### src/design/quad_dac_register_shadow_defines.svh
// assertion macros shared by the quad dac register shadow rtl
// expects clk and arst_n in the scope of every use
`ifndef QUAD_DAC_REGISTER_SHADOW_DEFINES_SVH
`define QUAD_DAC_REGISTER_SHADOW_DEFINES_SVH

// condition holds at every clock edge out of reset
`define QDRS_ASSERT_ALWAYS(lbl, cond, msg) \
	lbl: assert property (@(posedge clk) disable iff (!arst_n) (cond)) else $error(msg);

// antecedent in a cycle implies consequent in the same cycle
`define QDRS_ASSERT_IMPL(lbl, ante, cons, msg) \
	lbl: assert property (@(posedge clk) disable iff (!arst_n) (ante) |-> (cons)) else $error(msg);

`endif

### src/design/qdrs_pkg.sv
// types, codes and constants of the quad dac register shadow
// no dependencies; used by every module of the block
package qdrs_pkg;

	localparam int NUM_CH = 4;
	localparam int CH_W = 2;
	localparam int CODE_W = 12;
	localparam int VOLT_W = 23;
	localparam int SEL_W = 8;
	localparam int FUNC_W = 3;
	localparam int PD_W = 2;
	localparam int ADDR_W = 3;
	localparam int DATA_W = 32;
	localparam int QUEUE_DEPTH = 4;

	localparam logic [VOLT_W-1:0] VREF_RESET_UV = 23'd3300000;
	// internal 2.048 v reference over 4096 steps
	localparam logic [8:0] INT_LSB_UV = 9'd500;
	localparam logic [0:0] REG_EXT_VREF = 1'b0;

	typedef enum logic [FUNC_W-1:0] {
		FUNC_WRITE_VOL = 3'd0,
		FUNC_WRITE_EE  = 3'd1,
		FUNC_VREF      = 3'd2,
		FUNC_GAIN      = 3'd3,
		FUNC_PWRDN     = 3'd4,
		FUNC_IGNORE    = 3'd5
	} func_e;

	typedef enum logic {
		FR_IDLE,
		FR_GLOBAL
	} front_state_e;

	typedef struct packed {
		logic            vref_int;
		logic [PD_W-1:0] pd;
		logic            gain;
	} settings_t;

	typedef struct packed {
		logic [CH_W-1:0]   channel;
		settings_t         settings;
		logic [CODE_W-1:0] code;
		logic [CODE_W-1:0] ecode;
		logic              ignored;
		logic              last;
	} report_t;

endpackage

### src/design/qdrs_front.sv
// command front end: register state, command decode, report expansion
// depends on qdrs_pkg
module qdrs_front (
	input  logic                          clk,
	input  logic                          arst_n,
	input  logic                          cmd_valid,
	output logic                          cmd_stall,
	input  logic [qdrs_pkg::FUNC_W-1:0]   func,
	input  logic [qdrs_pkg::CH_W-1:0]     channel,
	input  logic [qdrs_pkg::CODE_W-1:0]   code,
	input  logic [qdrs_pkg::SEL_W-1:0]    select_bits,
	input  logic                          q_full,
	output logic                          push,
	output qdrs_pkg::report_t             entry
);

	qdrs_pkg::front_state_e state_q, state_nx;
	qdrs_pkg::settings_t live_set_q [qdrs_pkg::NUM_CH];
	qdrs_pkg::settings_t new_set [qdrs_pkg::NUM_CH];
	logic [qdrs_pkg::CODE_W-1:0] live_code_q [qdrs_pkg::NUM_CH];
	logic [qdrs_pkg::CODE_W-1:0] stored_code_q [qdrs_pkg::NUM_CH];
	logic [qdrs_pkg::CH_W-1:0] idx_q;
	logic accept;
	logic idx_last;
	qdrs_pkg::func_e fn;

	assign fn = qdrs_pkg::func_e'(func);
	assign accept = cmd_valid && !cmd_stall;
	assign idx_last = (idx_q == qdrs_pkg::CH_W'(qdrs_pkg::NUM_CH - 1));

	// settings of all channels after a global command
	always_comb begin
		for (int i = 0; i < qdrs_pkg::NUM_CH; i++) begin
			new_set[i] = live_set_q[i];
			case (fn)
				qdrs_pkg::FUNC_VREF: begin
					new_set[i].vref_int = select_bits[qdrs_pkg::NUM_CH - 1 - i];
				end
				qdrs_pkg::FUNC_GAIN: begin
					new_set[i].gain = select_bits[qdrs_pkg::NUM_CH - 1 - i];
				end
				qdrs_pkg::FUNC_PWRDN: begin
					new_set[i].pd = select_bits[qdrs_pkg::SEL_W - 1 - 2*i -: qdrs_pkg::PD_W];
				end
				default: begin
				end
			endcase
		end
	end

	always_comb begin
		state_nx = state_q;
		case (state_q)
			qdrs_pkg::FR_IDLE: begin
				if (accept && (fn == qdrs_pkg::FUNC_VREF || fn == qdrs_pkg::FUNC_GAIN ||
						fn == qdrs_pkg::FUNC_PWRDN)) begin
					state_nx = qdrs_pkg::FR_GLOBAL;
				end
			end
			qdrs_pkg::FR_GLOBAL: begin
				if (!q_full && idx_last) begin
					state_nx = qdrs_pkg::FR_IDLE;
				end
			end
			default: state_nx = qdrs_pkg::FR_IDLE;
		endcase
	end

	always_comb begin
		push = 1'b0;
		entry = '0;
		cmd_stall = 1'b1;
		case (state_q)
			qdrs_pkg::FR_IDLE: begin
				cmd_stall = q_full;
				if (accept) begin
					push = 1'b1;
					case (fn)
						qdrs_pkg::FUNC_WRITE_VOL, qdrs_pkg::FUNC_WRITE_EE: begin
							entry.channel = channel;
							entry.settings = live_set_q[channel];
							entry.code = code;
							entry.ecode = (fn == qdrs_pkg::FUNC_WRITE_EE) ? code
								: stored_code_q[channel];
							entry.last = 1'b1;
						end
						qdrs_pkg::FUNC_VREF, qdrs_pkg::FUNC_GAIN, qdrs_pkg::FUNC_PWRDN: begin
							// channel a goes out in the accept cycle
							entry.channel = '0;
							entry.settings = new_set[0];
							entry.code = live_code_q[0];
							entry.ecode = stored_code_q[0];
						end
						default: begin
							entry.channel = channel;
							entry.settings = live_set_q[channel];
							entry.code = live_code_q[channel];
							entry.ecode = stored_code_q[channel];
							entry.ignored = 1'b1;
							entry.last = 1'b1;
						end
					endcase
				end
			end
			qdrs_pkg::FR_GLOBAL: begin
				push = !q_full;
				entry.channel = idx_q;
				entry.settings = live_set_q[idx_q];
				entry.code = live_code_q[idx_q];
				entry.ecode = stored_code_q[idx_q];
				entry.last = idx_last;
			end
			default: begin
			end
		endcase
	end

	always_ff @(posedge clk or negedge arst_n) begin
		if (!arst_n) begin
			state_q <= qdrs_pkg::FR_IDLE;
			idx_q <= '0;
			for (int i = 0; i < qdrs_pkg::NUM_CH; i++) begin
				live_set_q[i] <= '0;
				live_code_q[i] <= '0;
				stored_code_q[i] <= '0;
			end
		end else begin
			state_q <= state_nx;
			if (state_q == qdrs_pkg::FR_GLOBAL && push) begin
				idx_q <= idx_q + 1'b1;
			end
			if (accept) begin
				case (fn)
					qdrs_pkg::FUNC_WRITE_VOL: begin
						live_code_q[channel] <= code;
					end
					qdrs_pkg::FUNC_WRITE_EE: begin
						live_code_q[channel] <= code;
						stored_code_q[channel] <= code;
					end
					qdrs_pkg::FUNC_VREF, qdrs_pkg::FUNC_GAIN, qdrs_pkg::FUNC_PWRDN: begin
						live_set_q <= new_set;
						idx_q <= qdrs_pkg::CH_W'(1);
					end
					default: begin
					end
				endcase
			end
		end
	end

endmodule

### src/design/qdrs_queue.sv
// report queue between front end and voltage back end
// depends on qdrs_pkg and the assertion macro header
`include "quad_dac_register_shadow_defines.svh"

module qdrs_queue #(
	parameter int DEPTH = qdrs_pkg::QUEUE_DEPTH
) (
	input  logic              clk,
	input  logic              arst_n,
	input  logic              push,
	input  qdrs_pkg::report_t wdata,
	output logic              full,
	input  logic              pop,
	output logic              nonempty,
	output qdrs_pkg::report_t rdata
);

	localparam int PW = (DEPTH > 1) ? $clog2(DEPTH) : 1;
	localparam int CW = $clog2(DEPTH + 1);

	qdrs_pkg::report_t mem_q [DEPTH];
	logic [PW-1:0] wr_ptr_q, rd_ptr_q;
	logic [CW-1:0] count_q;

	assign full = (count_q == CW'(DEPTH));
	assign nonempty = (count_q != '0);
	assign rdata = mem_q[rd_ptr_q];

	always_ff @(posedge clk) begin
		if (push) begin
			mem_q[wr_ptr_q] <= wdata;
		end
	end

	always_ff @(posedge clk or negedge arst_n) begin
		if (!arst_n) begin
			wr_ptr_q <= '0;
			rd_ptr_q <= '0;
			count_q <= '0;
		end else begin
			if (push) begin
				wr_ptr_q <= (wr_ptr_q == PW'(DEPTH - 1)) ? '0 : wr_ptr_q + 1'b1;
			end
			if (pop) begin
				rd_ptr_q <= (rd_ptr_q == PW'(DEPTH - 1)) ? '0 : rd_ptr_q + 1'b1;
			end
			if (push && !pop) begin
				count_q <= count_q + 1'b1;
			end else if (pop && !push) begin
				count_q <= count_q - 1'b1;
			end
		end
	end

	`QDRS_ASSERT_IMPL(a_no_overflow, push, !full, "push into a full report queue")
	`QDRS_ASSERT_IMPL(a_no_underflow, pop, nonempty, "pop from an empty report queue")
	`QDRS_ASSERT_ALWAYS(a_count_range, count_q <= CW'(DEPTH), "report queue count out of range")

endmodule

### src/design/qdrs_back.sv
// voltage back end: multiply stage and output register
// depends on qdrs_pkg
module qdrs_back (
	input  logic                          clk,
	input  logic                          arst_n,
	input  logic [qdrs_pkg::VOLT_W-1:0]   ext_vref_uv,
	input  logic                          q_nonempty,
	input  qdrs_pkg::report_t             head,
	output logic                          pop,
	output logic                          rpt_valid,
	input  logic                          rpt_stall,
	output qdrs_pkg::report_t             rpt,
	output logic [qdrs_pkg::VOLT_W-1:0]   voltage_uv
);

	localparam int PROD_W = qdrs_pkg::CODE_W + qdrs_pkg::VOLT_W;
	localparam int BASE_W = qdrs_pkg::CODE_W + 9;

	logic [PROD_W-1:0] ext_prod;
	logic [BASE_W-1:0] int_base;
	logic [qdrs_pkg::VOLT_W-1:0] int_volt;
	logic s1_valid_q, out_valid_q;
	logic s1_en, out_en;
	qdrs_pkg::report_t rpt_s1, rpt_q;
	logic [qdrs_pkg::VOLT_W-1:0] ext_v_s1, int_v_s1, volt_q;

	assign out_en = !out_valid_q || !rpt_stall;
	assign s1_en = !s1_valid_q || out_en;
	assign pop = q_nonempty && s1_en;

	assign ext_prod = PROD_W'(head.code) * PROD_W'(ext_vref_uv);
	assign int_base = BASE_W'(head.code) * BASE_W'(qdrs_pkg::INT_LSB_UV);
	assign int_volt = head.settings.gain ? qdrs_pkg::VOLT_W'({int_base, 1'b0})
		: qdrs_pkg::VOLT_W'(int_base);

	always_ff @(posedge clk) begin
		if (pop) begin
			rpt_s1 <= head;
			ext_v_s1 <= ext_prod[PROD_W-1 -: qdrs_pkg::VOLT_W];
			int_v_s1 <= int_volt;
		end
		if (out_en && s1_valid_q) begin
			rpt_q <= rpt_s1;
			if (rpt_s1.settings.pd != '0) begin
				volt_q <= '0;
			end else if (rpt_s1.settings.vref_int) begin
				volt_q <= int_v_s1;
			end else begin
				volt_q <= ext_v_s1;
			end
		end
	end

	always_ff @(posedge clk or negedge arst_n) begin
		if (!arst_n) begin
			s1_valid_q <= 1'b0;
			out_valid_q <= 1'b0;
		end else begin
			if (s1_en) begin
				s1_valid_q <= q_nonempty;
			end
			if (out_en) begin
				out_valid_q <= s1_valid_q;
			end
		end
	end

	assign rpt_valid = out_valid_q;
	assign rpt = rpt_q;
	assign voltage_uv = volt_q;

endmodule

### src/design/quad_dac_register_shadow.sv
// top level of the quad dac register shadow
// depends on qdrs_pkg, qdrs_front, qdrs_queue, qdrs_back and the macro header
//
// usage:
// - command channel (cmd_valid, cmd_stall, func, channel, code, select_bits) takes
//   one decoded dac command per item; taken when cmd_valid is high and cmd_stall low
// - report channel (rpt_valid, rpt_stall and the report fields) gives one item per
//   affected channel; code writes and ignored commands give one, the reference,
//   gain and power-down commands give four in channel order a to d, last on d
// - apb port holds ext_vref_uv at byte address 0; write only while idle
// - the first report passes the queue, the multiply stage and the output register,
//   in that order, before it is valid
// - code writes give one item per cycle while the report queue is not full; a global
//   command holds the command channel while the front end emits its four reports
//   into the report queue, one per cycle while the queue is not full
// - voltage uses one 12 x 23 multiplier in the back end, registered before
//   the output register
// - reset clears all codes and settings and loads 3300000 uv as reference
// - a stalled report holds; the queue fills and then cmd_stall rises
`include "quad_dac_register_shadow_defines.svh"

module quad_dac_register_shadow #(
	parameter int QUEUE_DEPTH = qdrs_pkg::QUEUE_DEPTH
) (
	input  logic                          clk,
	input  logic                          arst_n,
	// configuration port
	input  logic                          psel,
	input  logic                          penable,
	input  logic                          pwrite,
	input  logic [qdrs_pkg::ADDR_W-1:0]   paddr,
	input  logic [qdrs_pkg::DATA_W-1:0]   pwdata,
	output logic [qdrs_pkg::DATA_W-1:0]   prdata,
	output logic                          pready,
	// command channel
	input  logic                          cmd_valid,
	output logic                          cmd_stall,
	input  logic [qdrs_pkg::FUNC_W-1:0]   func,
	input  logic [qdrs_pkg::CH_W-1:0]     channel,
	input  logic [qdrs_pkg::CODE_W-1:0]   code,
	input  logic [qdrs_pkg::SEL_W-1:0]    select_bits,
	// report channel
	output logic                          rpt_valid,
	input  logic                          rpt_stall,
	output logic [qdrs_pkg::CH_W-1:0]     out_channel,
	output logic                          vref_internal,
	output logic [qdrs_pkg::PD_W-1:0]     power_down,
	output logic                          gain_two,
	output logic [qdrs_pkg::CODE_W-1:0]   out_code,
	output logic [qdrs_pkg::CODE_W-1:0]   eeprom_code,
	output logic [qdrs_pkg::VOLT_W-1:0]   voltage_uv,
	output logic                          ignored,
	output logic                          last
);

	logic [qdrs_pkg::VOLT_W-1:0] ext_vref_q;
	logic [0:0] reg_idx;
	logic q_full, q_push, q_pop, q_nonempty;
	qdrs_pkg::report_t q_wdata, q_rdata, rpt;

	// register index is the word address
	assign reg_idx = paddr[qdrs_pkg::ADDR_W-1 -: 1];
	assign pready = 1'b1;

	always_ff @(posedge clk or negedge arst_n) begin
		if (!arst_n) begin
			ext_vref_q <= qdrs_pkg::VREF_RESET_UV;
		end else if (psel && penable && pwrite && reg_idx == qdrs_pkg::REG_EXT_VREF) begin
			ext_vref_q <= pwdata[qdrs_pkg::VOLT_W-1:0];
		end
	end

	always_comb begin
		prdata = '0;
		if (reg_idx == qdrs_pkg::REG_EXT_VREF) begin
			prdata = qdrs_pkg::DATA_W'(ext_vref_q);
		end
	end

	// front end: decode, update state, expand into per-channel reports
	qdrs_front u_front (
		.clk         (clk),
		.arst_n      (arst_n),
		.cmd_valid   (cmd_valid),
		.cmd_stall   (cmd_stall),
		.func        (func),
		.channel     (channel),
		.code        (code),
		.select_bits (select_bits),
		.q_full      (q_full),
		.push        (q_push),
		.entry       (q_wdata)
	);

	// snapshot queue, decouples the front end from output stalls
	qdrs_queue #(
		.DEPTH (QUEUE_DEPTH)
	) u_queue (
		.clk      (clk),
		.arst_n   (arst_n),
		.push     (q_push),
		.wdata    (q_wdata),
		.full     (q_full),
		.pop      (q_pop),
		.nonempty (q_nonempty),
		.rdata    (q_rdata)
	);

	// back end: voltage computation and output register
	qdrs_back u_back (
		.clk         (clk),
		.arst_n      (arst_n),
		.ext_vref_uv (ext_vref_q),
		.q_nonempty  (q_nonempty),
		.head        (q_rdata),
		.pop         (q_pop),
		.rpt_valid   (rpt_valid),
		.rpt_stall   (rpt_stall),
		.rpt         (rpt),
		.voltage_uv  (voltage_uv)
	);

	assign out_channel = rpt.channel;
	assign vref_internal = rpt.settings.vref_int;
	assign power_down = rpt.settings.pd;
	assign gain_two = rpt.settings.gain;
	assign out_code = rpt.code;
	assign eeprom_code = rpt.ecode;
	assign ignored = rpt.ignored;
	assign last = rpt.last;

	// an ignored command always reports a single item
	`QDRS_ASSERT_IMPL(a_ignored_last, rpt_valid && ignored, last, "ignored report without last")

endmodule

### config.mk
export PLATFORM = sky130hd
export DESIGN_NAME = quad_dac_register_shadow
export DESIGN_NICKNAME = d
export VERILOG_FILES = /design/src/design/qdrs_pkg.sv /design/src/design/qdrs_front.sv /design/src/design/qdrs_queue.sv /design/src/design/qdrs_back.sv /design/src/design/quad_dac_register_shadow.sv
export VERILOG_INCLUDE_DIRS = /design/src /design/src/design
export SDC_FILE = /design/constraint.sdc
export NUM_CORES = 1
export LEC_CHECK = 0
export BUFFER_PORTS_ARGS = -buffer_cell sky130_fd_sc_hd__buf_2
export CELL_PAD_IN_SITES_DETAIL_PLACEMENT = 0
export CELL_PAD_IN_SITES_GLOBAL_PLACEMENT = 2
export CORE_UTILIZATION = 43
export DETAILED_ROUTE_END_ITERATION = 6
export PLACE_DENSITY = 0.8
export RECOVER_POWER = 50
export SLEW_MARGIN = 30
export SYNTH_ARGS = -nofsm -noshare
export SYNTH_HDL_FRONTEND = slang
export SYNTH_SLANG_ARGS = --single-unit
### constraint.sdc
create_clock -name clk -period 8.5 [get_ports clk]
set_input_delay 0 -clock clk [delete_from_list [all_inputs] [get_ports clk]]
set_output_delay 0 -clock clk [all_outputs]
set_load 0.02 [all_outputs]
-- Word level (Yosys, flattened, before mapping)
Memories as Yosys holds them, arrays and structs flattened.
Cells that the tools add are included.
- $add $sub $neg: 5
- $mul: 2
- magnitude comparators: 3
- equal/unequal tests: 8
- muxes and demuxes: 51
- bitwise logic cells: 4
- reductions and logical operators: 36
- operators by type and width (kind ; count):
    2-to-1 mux 12 bit ; 10
    one-hot mux 30 bit (2 select lines) ; 2
    binary-select mux 12 bit (select 2 bit) ; 4
    bitwise mux 48 bit ; 2
    2-to-1 mux 23 bit ; 2
    multiplier 12 x 23 -> 35 bit ; 1
    2-to-1 mux 32 bit ; 1
    demux 12 bit (select 2 bit) ; 1
    2-to-1 mux 21 bit ; 1
    multiplier 12 x 7 -> 19 bit, second input constant ; 1
    binary-select mux 4 bit (select 2 bit) ; 2
    2-to-1 mux 4 bit ; 4
    logical AND 1 bit ; 12
    2-to-1 mux 2 bit ; 6
    2-to-1 mux 1 bit ; 11
    AND reduction 3 bit ; 3
    zero test 1 bit ; 7
    adder 2 x 1 -> 2 bit, second input constant ; 3
    equality test 2 bit, second input constant ; 3
    equality test 3 x 2 -> 1 bit, second input constant ; 2
    equality test 3 bit, second input constant ; 2
    greater-or-equal comparator 3 bit, second input constant ; 2
    2-to-1 mux 3 bit ; 2
    inverter 2 -> 3 bit ; 2
    14 further kinds ; 23
- register bits: 280
- memory bits (writable): 128
- word-level logic and storage cells: 159
- memories kept: 1
- memory list (name ; depth ; bits a word ; rd ports ; clocked after Yosys merged registers in ; wr ports ; line ; RTL):
    u_queue.mem_q ; 4 ; 32 ; 1 ; 0 ; 1 ; qdrs_queue.sv:21 ; qdrs_pkg::report_t mem_q [DEPTH];

-- Logic depth before layout (Yosys ltp)
Gate-level depths: netlist of run 1.
- depth after elaboration: 10
- mapped depth: 24

-- By module
A second synthesis of run 1 with hierarchy kept.
- cells, all modules: 2226
- area total of the unflattened synthesis: 27865.5 um^2
- by module, submodules not included (module ; times used ; cells an instance ; area each (um^2) ; sequential area each (um^2)):
    qdrs_back ; 1 ; 1385 ; 14700.3 ; 3953.8
    qdrs_front ; 1 ; 550 ; 6880.3 ; 2877.8
    qdrs_queue ; 1 ; 205 ; 5082.4 ; 4018.9
    quad_dac_register_shadow ; 1 ; 86 ; 1202.4 ; 586.8

-- Least setup slack after synthesis of run 1
Ideal clock, no wire load.
- kind: flip-flop to flip-flop
- start point: register u_queue.rd_ptr_q[0]
- end point: register u_back.ext_v_s1[22] (netlist name) (data pin)
- arrival: 6402 ps
- setup slack: 1924 ps
- stages on the path, launching flop included: 23
- buffers on the path: 4
- period minus slack after synthesis: 6576 ps
- cell sequence: dfrtp_1 buf_6 buf_1 mux4_2 clkbuf_1 nand2_1 fa_1 fa_1 inv_1 fa_1 fa_1 inv_1 fa_1 inv_1 ha_1 a21oi_1 o21ai_0 o31ai_1 or2_1 buf_4 a211o_1 and4_1 a311oi_1
- RTL lines (item ; line ; RTL):
    from (decl) ; qdrs_queue.sv:22 ; logic [PW-1:0] wr_ptr_q, rd_ptr_q;
    from (signal assigned) ; qdrs_queue.sv:45 ; rd_ptr_q <= (rd_ptr_q == PW'(DEPTH - 1)) ? '0 : rd_ptr_q + 1'b1;
    to (signal assigned) ; qdrs_back.sv:39 ; ext_v_s1 <= ext_prod[PROD_W-1 -: qdrs_pkg::VOLT_W];
    to (decl) ; qdrs_back.sv:25 ; logic [qdrs_pkg::VOLT_W-1:0] ext_v_s1, int_v_s1, volt_q;

-- Worst setup path after layout of run 1
- start point: register u_queue.rd_ptr_q[0]
- end point: register u_back.ext_v_s1[22] (netlist name) (data pin)
- longest elaborated chain between the ends: 2
- RTL lines (item ; line ; RTL):
    memory read (4 x 32 bit) ; - ;
    multiplier 12 x 23 -> 35 bit ; qdrs_back.sv:31 ; assign ext_prod = PROD_W'(head.code) * PROD_W'(ext_vref_uv);
    net u_back.ext_prod[34] ; qdrs_back.sv:19 ; logic [PROD_W-1:0] ext_prod;
The timed path passes the listed nets, and every way through them passes these cells.
A chain may end at the register's enable or synchronous reset.

==> metrics, run 1 <==
result of the run complete, but fails checks; violations in the final reports max-capacitance violations, max-slew violations; simple-gate share of the synthesized area 9.30%; post-synthesis cell type count 71; synthesis-to-layout area growth 11.8%; WHS 128 ps; EDFF count, synth 258; register-to-register path setup slack 1130 ps; Post-DRT Antenna Nets 0; cell taking the most area after synthesis sky130_fd_sc_hd__edfxtp_1; initial antenna violation count 0; die footprint 66700 um2; slack of the critical path 1130 ps; total wirelength of the detailed-routed design 67.2 mm; Worst-Margin Slew 4440 ps; Req. time, crit path 8910 ps; number of setup buffers added after CTS 0; average via count per standard cell 5.35; number of global-route vias before repair 19300; aggregate global routing overflow 0; Reg-to-Reg End u_back.ext_v_s1[22]; area fraction of the dominant cell type after synthesis 27.4%; cell types occupying the most area after synthesis sky130_fd_sc_hd__edfxtp_1, sky130_fd_sc_hd__fa_1, sky130_fd_sc_hd__dfrtp_1, sky130_fd_sc_hd__mux4_2, sky130_fd_sc_hd__mux2_2; DRC violation count after routing 0; Core Area 64700 um2; Mapped Cells 2343; Fmax 136 MHz; Hold Path Sink ext_vref_q[6]; count of state elements after synthesis 405; dominant combinational cell family by area after synthesis adder cells; Post-Synthesis Cell Area 28200 um2; final hold violation count 0; antenna cells 0; number of vias after detailed routing 17900; launching point of the worst reg2reg path u_queue.rd_ptr_q[0]; post-route clock period utilization 86.7%; Num Clock Sinks 405; critical path fanouts, max 30; async set or reset register ratio after synthesis 36.3%; FP Rows 93; I/O pin count 157; gpl congestion 0.793; insertion delay to the later sink of the worst-skew pair 600 ps; Compound-Gate Fraction of Synth Area 5.32%; CTS Buf Count 45; Hold WC Path Type in2reg; Layout Nets 2894; critical path arrival 7780 ps; first-pass GRT wire length 107 mm; share of the yosys chip area belonging to registers 40.5%; sum of negative setup slack 0 ps; chip height 258 um; CP endpoint kind flip-flop; Die X 258 um; count of cells along the worst hold path 4; number of max-slew violations in the final report 239; hold bufs inserted after CTS 45; HPWL after detailed placement 45.8 mm; worst clock skew 17.7 ps; quantity of I/O buffers inserted on ports 135; clk slew on worst S/H paths 70 ps; maximum buffer depth of the clock tree 3; multiplexer share of the synthesized area 14.3%; yosys warns 0; commonest non-fill, non-tap cells in the layout sky130_fd_sc_hd__inv_1, sky130_fd_sc_hd__nand2_1, sky130_fd_sc_hd__edfxtp_1, sky130_fd_sc_hd__fa_1, sky130_fd_sc_hd__mux2_2; top flip-flop cell by instance count after synthesis sky130_fd_sc_hd__edfxtp_1; XOR/XNOR share of the synthesized area 1.18%; CTS H-tree lvls 2; initial standard-cell utilization of the core 43.6%; Final Critical Period 7370 ps; drt first pass iters 7; cells resized by post-CTS repair 0; startpoint of the worst hold path penable; kind of start point of the critical path flip-flop; post-route insts no fill 3350; placed instance count 3221; RSZ-0062 raised after global routing false; max-cap viol count 4; CTS tree built; minimum setup slack after placement 1410 ps; R2R depth 19; number of DRC markers in iteration 0 1008; class of the most critical setup path reg2reg; fraction of layout instances using a drive strength above 1 16.2%; most common cell after layout, fill and taps aside sky130_fd_sc_hd__inv_1; average detailed-routed wire length per instance 20.1 um; mean instance size in the synthesized netlist 12.0 um2; GRT Resource Usage Total 20.7%; pin count of the biggest net entering global routing 80; Slew headroom -196%; final number of setup-violating endpoints 0; buffer type at the clock tree root sky130_fd_sc_hd__clkbuf_16; adder-cell share of the synthesized area 23.0%
==> worst max-delay path: stages (launching register included) <==
cell	delay, ps
sky130_fd_sc_hd__dfrtp_1	1100
sky130_fd_sc_hd__mux4_2	1010
sky130_fd_sc_hd__and2_1	350
sky130_fd_sc_hd__fa_1	550
sky130_fd_sc_hd__inv_1	60
sky130_fd_sc_hd__fa_1	530
sky130_fd_sc_hd__inv_1	50
sky130_fd_sc_hd__fa_1	400
sky130_fd_sc_hd__fa_1	510
sky130_fd_sc_hd__inv_1	50
sky130_fd_sc_hd__fa_1	470
sky130_fd_sc_hd__inv_1	40
sky130_fd_sc_hd__ha_1	370
sky130_fd_sc_hd__a21oi_1	110
sky130_fd_sc_hd__o21ai_0	370
sky130_fd_sc_hd__o31ai_1	130
sky130_fd_sc_hd__or2_1	350
sky130_fd_sc_hd__a211o_1	340
sky130_fd_sc_hd__and4_1	160
sky130_fd_sc_hd__a311oi_1	240
==> synth_stat cells (15+ instances only) <==
library cell and instances:
sky130_fd_sc_hd__inv_1 325, sky130_fd_sc_hd__nand2_1 297, sky130_fd_sc_hd__edfxtp_1 258, sky130_fd_sc_hd__fa_1 248, sky130_fd_sc_hd__mux2_2 149, sky130_fd_sc_hd__dfrtp_1 138
sky130_fd_sc_hd__ha_1 121, sky130_fd_sc_hd__clkbuf_1 111, sky130_fd_sc_hd__mux4_2 88, sky130_fd_sc_hd__and2_1 83, sky130_fd_sc_hd__nor2_1 58, sky130_fd_sc_hd__a21oi_1 55
sky130_fd_sc_hd__o21ai_0 54, sky130_fd_sc_hd__mux2i_1 37, sky130_fd_sc_hd__nor2b_1 31, sky130_fd_sc_hd__nand3_1 27, sky130_fd_sc_hd__xnor2_1 26, sky130_fd_sc_hd__buf_1 19
sky130_fd_sc_hd__nand2b_1 18, sky130_fd_sc_hd__nor3_1 17, sky130_fd_sc_hd__a21boi_0 15
==> layer usage <==
metal	global-route usage, %	up-vias	wire length, um
met3	2.75	95	2840
met1	26.2	9301	28100
met2	36.9	392	34800
met4	5.85	0	1500
met5	0	-	0
li1	-	8139	-
==> area by class of cell <==
| cell class | instances | area [um2] |
|---|---|---|
| clock inverter | 24 | 325 |
| multi-input combinational | 1477 | 15100 |
| timing repair buffer | 204 | 1190 |
| sequential | 405 | 11400 |
| fill | 5872 | 33200 |
| tap | 855 | 1070 |
| inverter | 325 | 1220 |
| clock buffer | 60 | 1240 |
==> worst max-delay path by stage <==
stage | start | end | cells past startpoint
after floorplan | u_queue.rd_ptr_q[0] | u_back.ext_v_s1[22] | 22
after global placement | u_queue.rd_ptr_q[0] | u_back.ext_v_s1[22] | 19
after CTS | u_queue.rd_ptr_q[0] | u_back.ext_v_s1[22] | 19
after detailed placement | u_queue.rd_ptr_q[0] | u_back.ext_v_s1[22] | 19
final | u_queue.rd_ptr_q[0] | u_back.ext_v_s1[22] | 19
after global routing | u_queue.rd_ptr_q[0] | u_back.ext_v_s1[21] | 18
==> cell families after synthesis <==
logic type	Yosys count
xor gates and xnor gates	38
muxes	274
and+or+nand+nor	564
DFF	405
other	2
buffers and inverters	469
AOI/OAI and AO/OA	222
adders and majority gates	369
==> sequential cells by signal (all words and copies together), names as in the netlist <==
register,flops
u_queue.mem_q,128
u_front.live_code_q,48
u_front.stored_code_q,48
u_back.rpt,32
u_back.rpt_s1,32
ext_vref_q,23
u_back.ext_v_s1,23
u_back.voltage_uv,23
u_back.int_v_s1,20
u_front.live_set_q,16
u_queue.count_q,3
u_front.idx_q,2
u_queue.rd_ptr_q,2
u_queue.wr_ptr_q,2
u_back.rpt_valid,1
u_back.s1_valid_q,1
u_front.state_q,1
==> per-stage QoR <==
| stage | cell area [um2] | util (%) |
|---|---|---|
| 6_report | 31500 | 48.8 |
| 5_1_grt | 31500 | 48.8 |
| 4_1_cts | 31700 | 49.0 |
| 3_5_place_dp | 29700 | 45.8 |
| 3_3_place_gp | 29600 | 45.8 |
| 2_1_floorplan | 28300 | - |
Power of run 1 is not shown: default switching activity piles up to over one toggle a cycle in this logic, so the estimate is an artifact.
==> run 2, diff against run 1 <==
--- a/config.mk
+++ b/config.mk
@@ -6,10 +6,11 @@
 export SDC_FILE = /design/constraint.sdc
 export NUM_CORES = 1
 export LEC_CHECK = 0
+export ABC_AREA = 1
 export BUFFER_PORTS_ARGS = -buffer_cell sky130_fd_sc_hd__buf_2
 export CELL_PAD_IN_SITES_DETAIL_PLACEMENT = 0
 export CELL_PAD_IN_SITES_GLOBAL_PLACEMENT = 2
-export CORE_UTILIZATION = 43
+export CORE_UTILIZATION = 40
 export DETAILED_ROUTE_END_ITERATION = 6
 export PLACE_DENSITY = 0.8
 export RECOVER_POWER = 50
==> metrics, run 2 <==
commonest non-fill, non-tap cells in the layout sky130_fd_sc_hd__nand2_1, sky130_fd_sc_hd__inv_1, sky130_fd_sc_hd__nor2_1, sky130_fd_sc_hd__edfxtp_1, sky130_fd_sc_hd__fa_1; EDFF count, synth 258; area fraction of the dominant cell type after synthesis 27.4%; register-to-register path setup slack 1310 ps; Fmax 139 MHz; sum of negative setup slack 0 ps; most instantiated cells after synthesis sky130_fd_sc_hd__nand2_1, sky130_fd_sc_hd__inv_1, sky130_fd_sc_hd__nor2_1, sky130_fd_sc_hd__edfxtp_1, sky130_fd_sc_hd__fa_1; number of max-slew violations in the final report 349; mean instance size in the synthesized netlist 9.33 um2; Layout Nets 3624; dpl cell area 29800 um2; worst setup path endpoint u_back.ext_v_s1[21]; number of vias after detailed routing 21500; Req. time, crit path 8850 ps; pin count of the biggest net entering global routing 76; buffer type at the clock tree root sky130_fd_sc_hd__clkbuf_16; Reg-to-Reg End u_back.ext_v_s1[21]; die footprint 71700 um2; Core Area 70000 um2; async set or reset register ratio after synthesis 36.3%; post-route clock period utilization 84.6%; post-synthesis cell type count 60; count of state elements after synthesis 405; CTS H-tree lvls 2; critical path fanouts, max 35; origin of the worst setup path u_queue.rd_ptr_q[0]; Mapped Cells 3029; chip height 268 um; launching point of the worst reg2reg path u_queue.rd_ptr_q[0]; Final Critical Period 7190 ps; CTS Buf Count 47; total wirelength of the detailed-routed design 79.7 mm; RSZ-0062 raised after global routing false; share of the yosys chip area belonging to registers 40.5%; largest registers in the final layout u_queue.mem_q (128), u_front.live_code_q (48), u_front.stored_code_q (48); result of the run complete, but fails checks; Num Clock Sinks 405; aggregate global routing overflow 0; final number of setup-violating endpoints 0; Worst-Margin Slew 4460 ps; insertion delay to the later sink of the worst-skew pair 600 ps; number of DRC markers in iteration 0 1485; most flop-heavy register u_queue.mem_q; kind of start point of the critical path flip-flop; cells resized by post-CTS repair 0; fraction of layout instances using a drive strength above 1 8.46%; cell types occupying the most area after synthesis sky130_fd_sc_hd__edfxtp_1, sky130_fd_sc_hd__fa_1, sky130_fd_sc_hd__dfrtp_1, sky130_fd_sc_hd__nand2_1, sky130_fd_sc_hd__inv_1; library cell with the highest instance count after synthesis sky130_fd_sc_hd__nand2_1; initial antenna violation count 1; number of global-route vias before repair 21500; final hold violation count 0; initial standard-cell utilization of the core 40.4%; GRT Resource Usage Total 22.5%; max-cap viol count 6; quantity of I/O buffers inserted on ports 135; yosys warns 0; top flip-flop cell by instance count after synthesis sky130_fd_sc_hd__edfxtp_1; maximum buffer depth of the clock tree 3; R2R depth 24; class of the most critical setup path reg2reg; drt first pass iters 7; FP Rows 97; finished layout cell area 31900 um2; cell taking the most area after synthesis sky130_fd_sc_hd__edfxtp_1; synthesis-to-layout area growth 13.0%; violations in the final reports design-rule violations, max-capacitance violations, max-slew violations; Hold WC Path Type in2reg; flip-flop count of the largest register, all copies and words added 128; worst clock skew 15.5 ps; most common cell after layout, fill and taps aside sky130_fd_sc_hd__nand2_1; average detailed-routed wire length per instance 19.1 um; clk slew on worst S/H paths 60 ps; I/O pin count 157; Slew headroom -197%; minimum setup slack after placement 1750 ps; critical path arrival 7550 ps; Die X 268 um; DRC violation count after routing 2; gpl congestion 0.855; first-pass GRT wire length 124 mm; average via count per standard cell 5.17; slack of the critical path 1310 ps; CP endpoint kind flip-flop; antenna cells 0; Post-DRT Antenna Nets 0; Post-Synthesis Cell Area 28300 um2; CTS tree built; HPWL after detailed placement 57.3 mm
## run 2: changes by cell type after synthesis, sizes merged, moves of 34 or more
cell    change
and2       -83
mux2i      -36
nand3      +41
mux4       -88
clkbuf     -34
o22ai      +58
inv       +153
mux2      -146
nor2      +224
nand2     +347
o21ai     +223
a21oi     +100
## run 2: logic make-up after synthesis
| kind of cell | synth area share, % |
|---|---|
| flip-flops | 40.5 |
| XOR/XNOR | 0.713 |
| buffers and inverters | 8.92 |
| AO/OA/AOI/OAI | 12.1 |
| AND/OR/NAND/NOR | 14.7 |
| adder cells (fa/ha/maj) | 22.9 |
| other | 0.0266 |
| multiplexers | 0.155 |
## run 2: repair_timing
item,4_1_cts,5_1_grt
setup buffers,0,0
hold buffers,56,0
endpoints found under the hold margin,223,0
## run 2: stage by stage
step           utilization (%)  hold WS, ps  cells
2_1_floorplan                -         -296   3037
5_1_grt                   45.6         54.0   4167
4_1_cts                   45.8        0.443   4167
6_report                  45.6         27.1   4167
3_5_place_dp              42.6         43.4   4023
3_3_place_gp              42.6         34.6   4023
## run 2: worst min path at each step
stage	start	to	slack (ps)	depth (start not counted)
floorplan	arst_n	ext_vref_q[0]	-300	0
detailed placement	arst_n	ext_vref_q[3]	40	1
global placement	arst_n	ext_vref_q[1]	30	1
global route	func[0]	u_front.stored_code_q[33]	50	3
finish	func[0]	u_front.stored_code_q[35]	30	3
CTS	penable	ext_vref_q[17]	0.4	5
## run 2: cell type report
| cell class | instances | area (um2) |
|---|---|---|
| repair buffers | 239 | 1490 |
| multi-input cells | 2008 | 14300 |
| fillers | 6765 | 38100 |
| clock buffers | 57 | 1270 |
| clock inverters | 31 | 392 |
| well taps | 940 | 1180 |
| flip-flops and latches | 405 | 11400 |
| inverters | 487 | 1830 |
## run 2: worst max-delay path, stage by stage (launching register included)
cell and delay, ps:
sky130_fd_sc_hd__dfrtp_1 1170, sky130_fd_sc_hd__inv_2 480, sky130_fd_sc_hd__nand2_1 160, sky130_fd_sc_hd__nand3_1 80, sky130_fd_sc_hd__nand2_1 350, sky130_fd_sc_hd__clkinv_1 460, sky130_fd_sc_hd__nand2_1 210, sky130_fd_sc_hd__fa_1 440
sky130_fd_sc_hd__fa_1 500, sky130_fd_sc_hd__inv_1 50, sky130_fd_sc_hd__fa_1 410, sky130_fd_sc_hd__fa_1 520, sky130_fd_sc_hd__inv_1 50, sky130_fd_sc_hd__fa_1 480, sky130_fd_sc_hd__inv_1 40, sky130_fd_sc_hd__ha_1 330
sky130_fd_sc_hd__a21oi_1 230, sky130_fd_sc_hd__o21ai_0 200, sky130_fd_sc_hd__a21o_1 210, sky130_fd_sc_hd__a21oi_1 120, sky130_fd_sc_hd__nand2_1 160, sky130_fd_sc_hd__nand2_1 120, sky130_fd_sc_hd__nand2_1 50, sky130_fd_sc_hd__nand2_1 60
sky130_fd_sc_hd__nand2_1 50
## run 2: metal layers
layer / global-route usage [%] / vias to the layer above / share of wire [%] / routed length [um]
met5: 0 / - / 0 / 0
met3: 2.62 / 96 / 4.9 / 3900
met2: 36.9 / 560 / 47 / 37700
met1: 31.6 / 10800 / 46 / 36300
li1: - / 10100 / - / -
met4: 5.81 / 0 / 2.2 / 1730
Power of run 2 is left out for the same reason.
==> run 3, diff against run 2 <==
--- a/config.mk
+++ b/config.mk
@@ -6,13 +6,13 @@
 export SDC_FILE = /design/constraint.sdc
 export NUM_CORES = 1
 export LEC_CHECK = 0
-export ABC_AREA = 1
+export ABC_AREA = 0
 export BUFFER_PORTS_ARGS = -buffer_cell sky130_fd_sc_hd__buf_2
 export CELL_PAD_IN_SITES_DETAIL_PLACEMENT = 0
 export CELL_PAD_IN_SITES_GLOBAL_PLACEMENT = 2
-export CORE_UTILIZATION = 40
+export CORE_UTILIZATION = 39
 export DETAILED_ROUTE_END_ITERATION = 6
-export PLACE_DENSITY = 0.8
+export PLACE_DENSITY = 0.76
 export RECOVER_POWER = 50
 export SLEW_MARGIN = 30
 export SYNTH_ARGS = -nofsm -noshare
==> constraint.sdc (replaced) <==
create_clock -name clk -period 6.1 [get_ports clk]
set_input_delay 0 -clock clk [delete_from_list [all_inputs] [get_ports clk]]
set_output_delay 0 -clock clk [all_outputs]
set_load 0.02 [all_outputs]
==> metrics, run 3 (same netlist as run 1, synthesis figures left out) <==
HPWL after detailed placement 50.1 mm; Num Clock Sinks 405; count of fill cells added during filler insertion 6549; first-pass GRT wire length 109 mm; initial antenna violation count 0; WHS 117 ps; RSZ-0062 raised after global routing true; chip height 271 um; average via count per standard cell 5.08; class of the most critical setup path reg2reg; violations in the final reports max-capacitance violations, max-slew violations; Final Critical Period 6020 ps; final hold violation count 0; post-route clock period utilization 98.6%; die footprint 73500 um2; DRC violation count after routing 0; launching point of the worst reg2reg path u_queue.rd_ptr_q[0]; Fmax 166 MHz; number of vias after detailed routing 18200; fraction of layout instances using a drive strength above 1 22.5%; GRT Resource Usage Total 19.1%; Slew headroom -183%; buffer type at the clock tree root sky130_fd_sc_hd__clkbuf_16; worst clock skew 25.2 ps; origin of the worst setup path u_queue.rd_ptr_q[0]; pin count of the biggest net entering global routing 77; kind of start point of the critical path flip-flop; gpl congestion 0.846; clk slew on worst S/H paths 60 ps; commonest non-fill, non-tap cells in the layout sky130_fd_sc_hd__inv_1, sky130_fd_sc_hd__nand2_1, sky130_fd_sc_hd__edfxtp_1, sky130_fd_sc_hd__fa_1, sky130_fd_sc_hd__mux2_2; minimum setup slack after placement -131 ps; result of the run complete, but fails checks; largest registers in the final layout u_queue.mem_q (128), u_front.live_code_q (48), u_front.stored_code_q (48); maximum buffer depth of the clock tree 3; critical path arrival 6310 ps; Core Area 71600 um2; Req. time, crit path 6390 ps; initial standard-cell utilization of the core 39.4%; CTS tree built; Post-DRT Antenna Nets 0; drt first pass iters 5; slack of the critical path 82.5 ps; aggregate global routing overflow 0; max-cap viol count 2; number of max-slew violations in the final report 98; CTS Buf Count 44; final number of setup-violating endpoints 0; Hold WC Path Type in2reg; Worst-Margin Slew 4250 ps; dpl cell area 30700 um2; quantity of I/O buffers inserted on ports 135; total wirelength of the detailed-routed design 70.7 mm; CTS H-tree lvls 2; critical path fanouts, max 16; finished layout cell area 33000 um2; FP Rows 98; Die X 271 um; average detailed-routed wire length per instance 19.8 um; I/O pin count 157; most flop-heavy register u_queue.mem_q; most common cell after layout, fill and taps aside sky130_fd_sc_hd__inv_1; register-to-register path setup slack 80 ps; Layout Nets 3022; startpoint of the worst hold path penable; number of DRC markers in iteration 0 981; insertion delay to the later sink of the worst-skew pair 580 ps; number of global-route vias before repair 19200; CP endpoint kind flip-flop; synthesis-to-layout area growth 16.9%; flip-flop count of the largest register, all copies and words added 128
[run 3: final timing paths]
| path | end | cells past startpoint |
|---|---|---|
| hold reg to reg | u_back.rpt[8] | 0 |
| hold / removal | ext_vref_q[5] | 4 |
| setup reg to reg | u_back.ext_v_s1[11] | 20 |
| max in group asynchronous | u_queue.rd_ptr_q[1] | 2 |
| setup / recovery | u_back.ext_v_s1[11] | 20 |
| min in group asynchronous | u_front.live_code_q[4] | 2 |
[run 3: stage by stage]
step           TNS, ps  std cells  utilization (%)
6_report             0       3572             46.1
5_1_grt           -362       3571             46.1
4_1_cts              0       3552             45.6
3_5_place_dp      -485       3418             42.9
3_3_place_gp      -311       3415             42.7
2_1_floorplan    -77.1       2351                -
[run 3: layout make-up]
type	instances	area (um2)	area share, %
inverters	325	1220	3.70
flip-flops and latches	405	11400	34.7
clock buffers	58	1210	3.67
multi-input cells	1481	15400	46.6
well taps	950	1190	3.60
diodes	1	2.50	0.00758
repair buffers	329	2360	7.16
clock inverters	23	191	0.580
[run 3: metal layers]
| metal | wire (um) | global-route usage [%] | vias to the layer above |
|---|---|---|---|
| li1 | - | - | 8402 |
| met1 | 31000 | 25.2 | 9241 |
| met2 | 35000 | 33.0 | 399 |
| met4 | 1780 | 5.03 | 0 |
| met5 | 0 | 0 | - |
| met3 | 2970 | 2.38 | 116 |
[run 3: repair_timing]
action / in CTS / in global routing
pin swaps: 0 / 35
gates resized for setup: 8 / 45
endpoints found under the hold margin: 209 / 0
setup endpoints to repair: 11 / 17
hold buffers: 46 / 0
buffers inserted: 6 / 14
cloned: 1 / 5
[run 3: worst max-delay path, stage by stage, from the launching register on]
cell and delay, ps:
sky130_fd_sc_hd__dfrtp_2 440, sky130_fd_sc_hd__buf_4 150, sky130_fd_sc_hd__buf_4 100, sky130_fd_sc_hd__mux4_2 510, sky130_fd_sc_hd__buf_12 170, sky130_fd_sc_hd__nand2_1 80
sky130_fd_sc_hd__fa_1 440, sky130_fd_sc_hd__fa_2 540, sky130_fd_sc_hd__inv_1 60, sky130_fd_sc_hd__fa_2 600, sky130_fd_sc_hd__fa_1 430, sky130_fd_sc_hd__fa_1 450
sky130_fd_sc_hd__ha_1 330, sky130_fd_sc_hd__a211oi_2 300, sky130_fd_sc_hd__nand2_1 90, sky130_fd_sc_hd__a2111o_1 390, sky130_fd_sc_hd__nand3_2 170, sky130_fd_sc_hd__nand2_1 120
sky130_fd_sc_hd__buf_4 150, sky130_fd_sc_hd__nand3_1 70, sky130_fd_sc_hd__nand3_1 110
Power of run 3 is left out for the same reason.
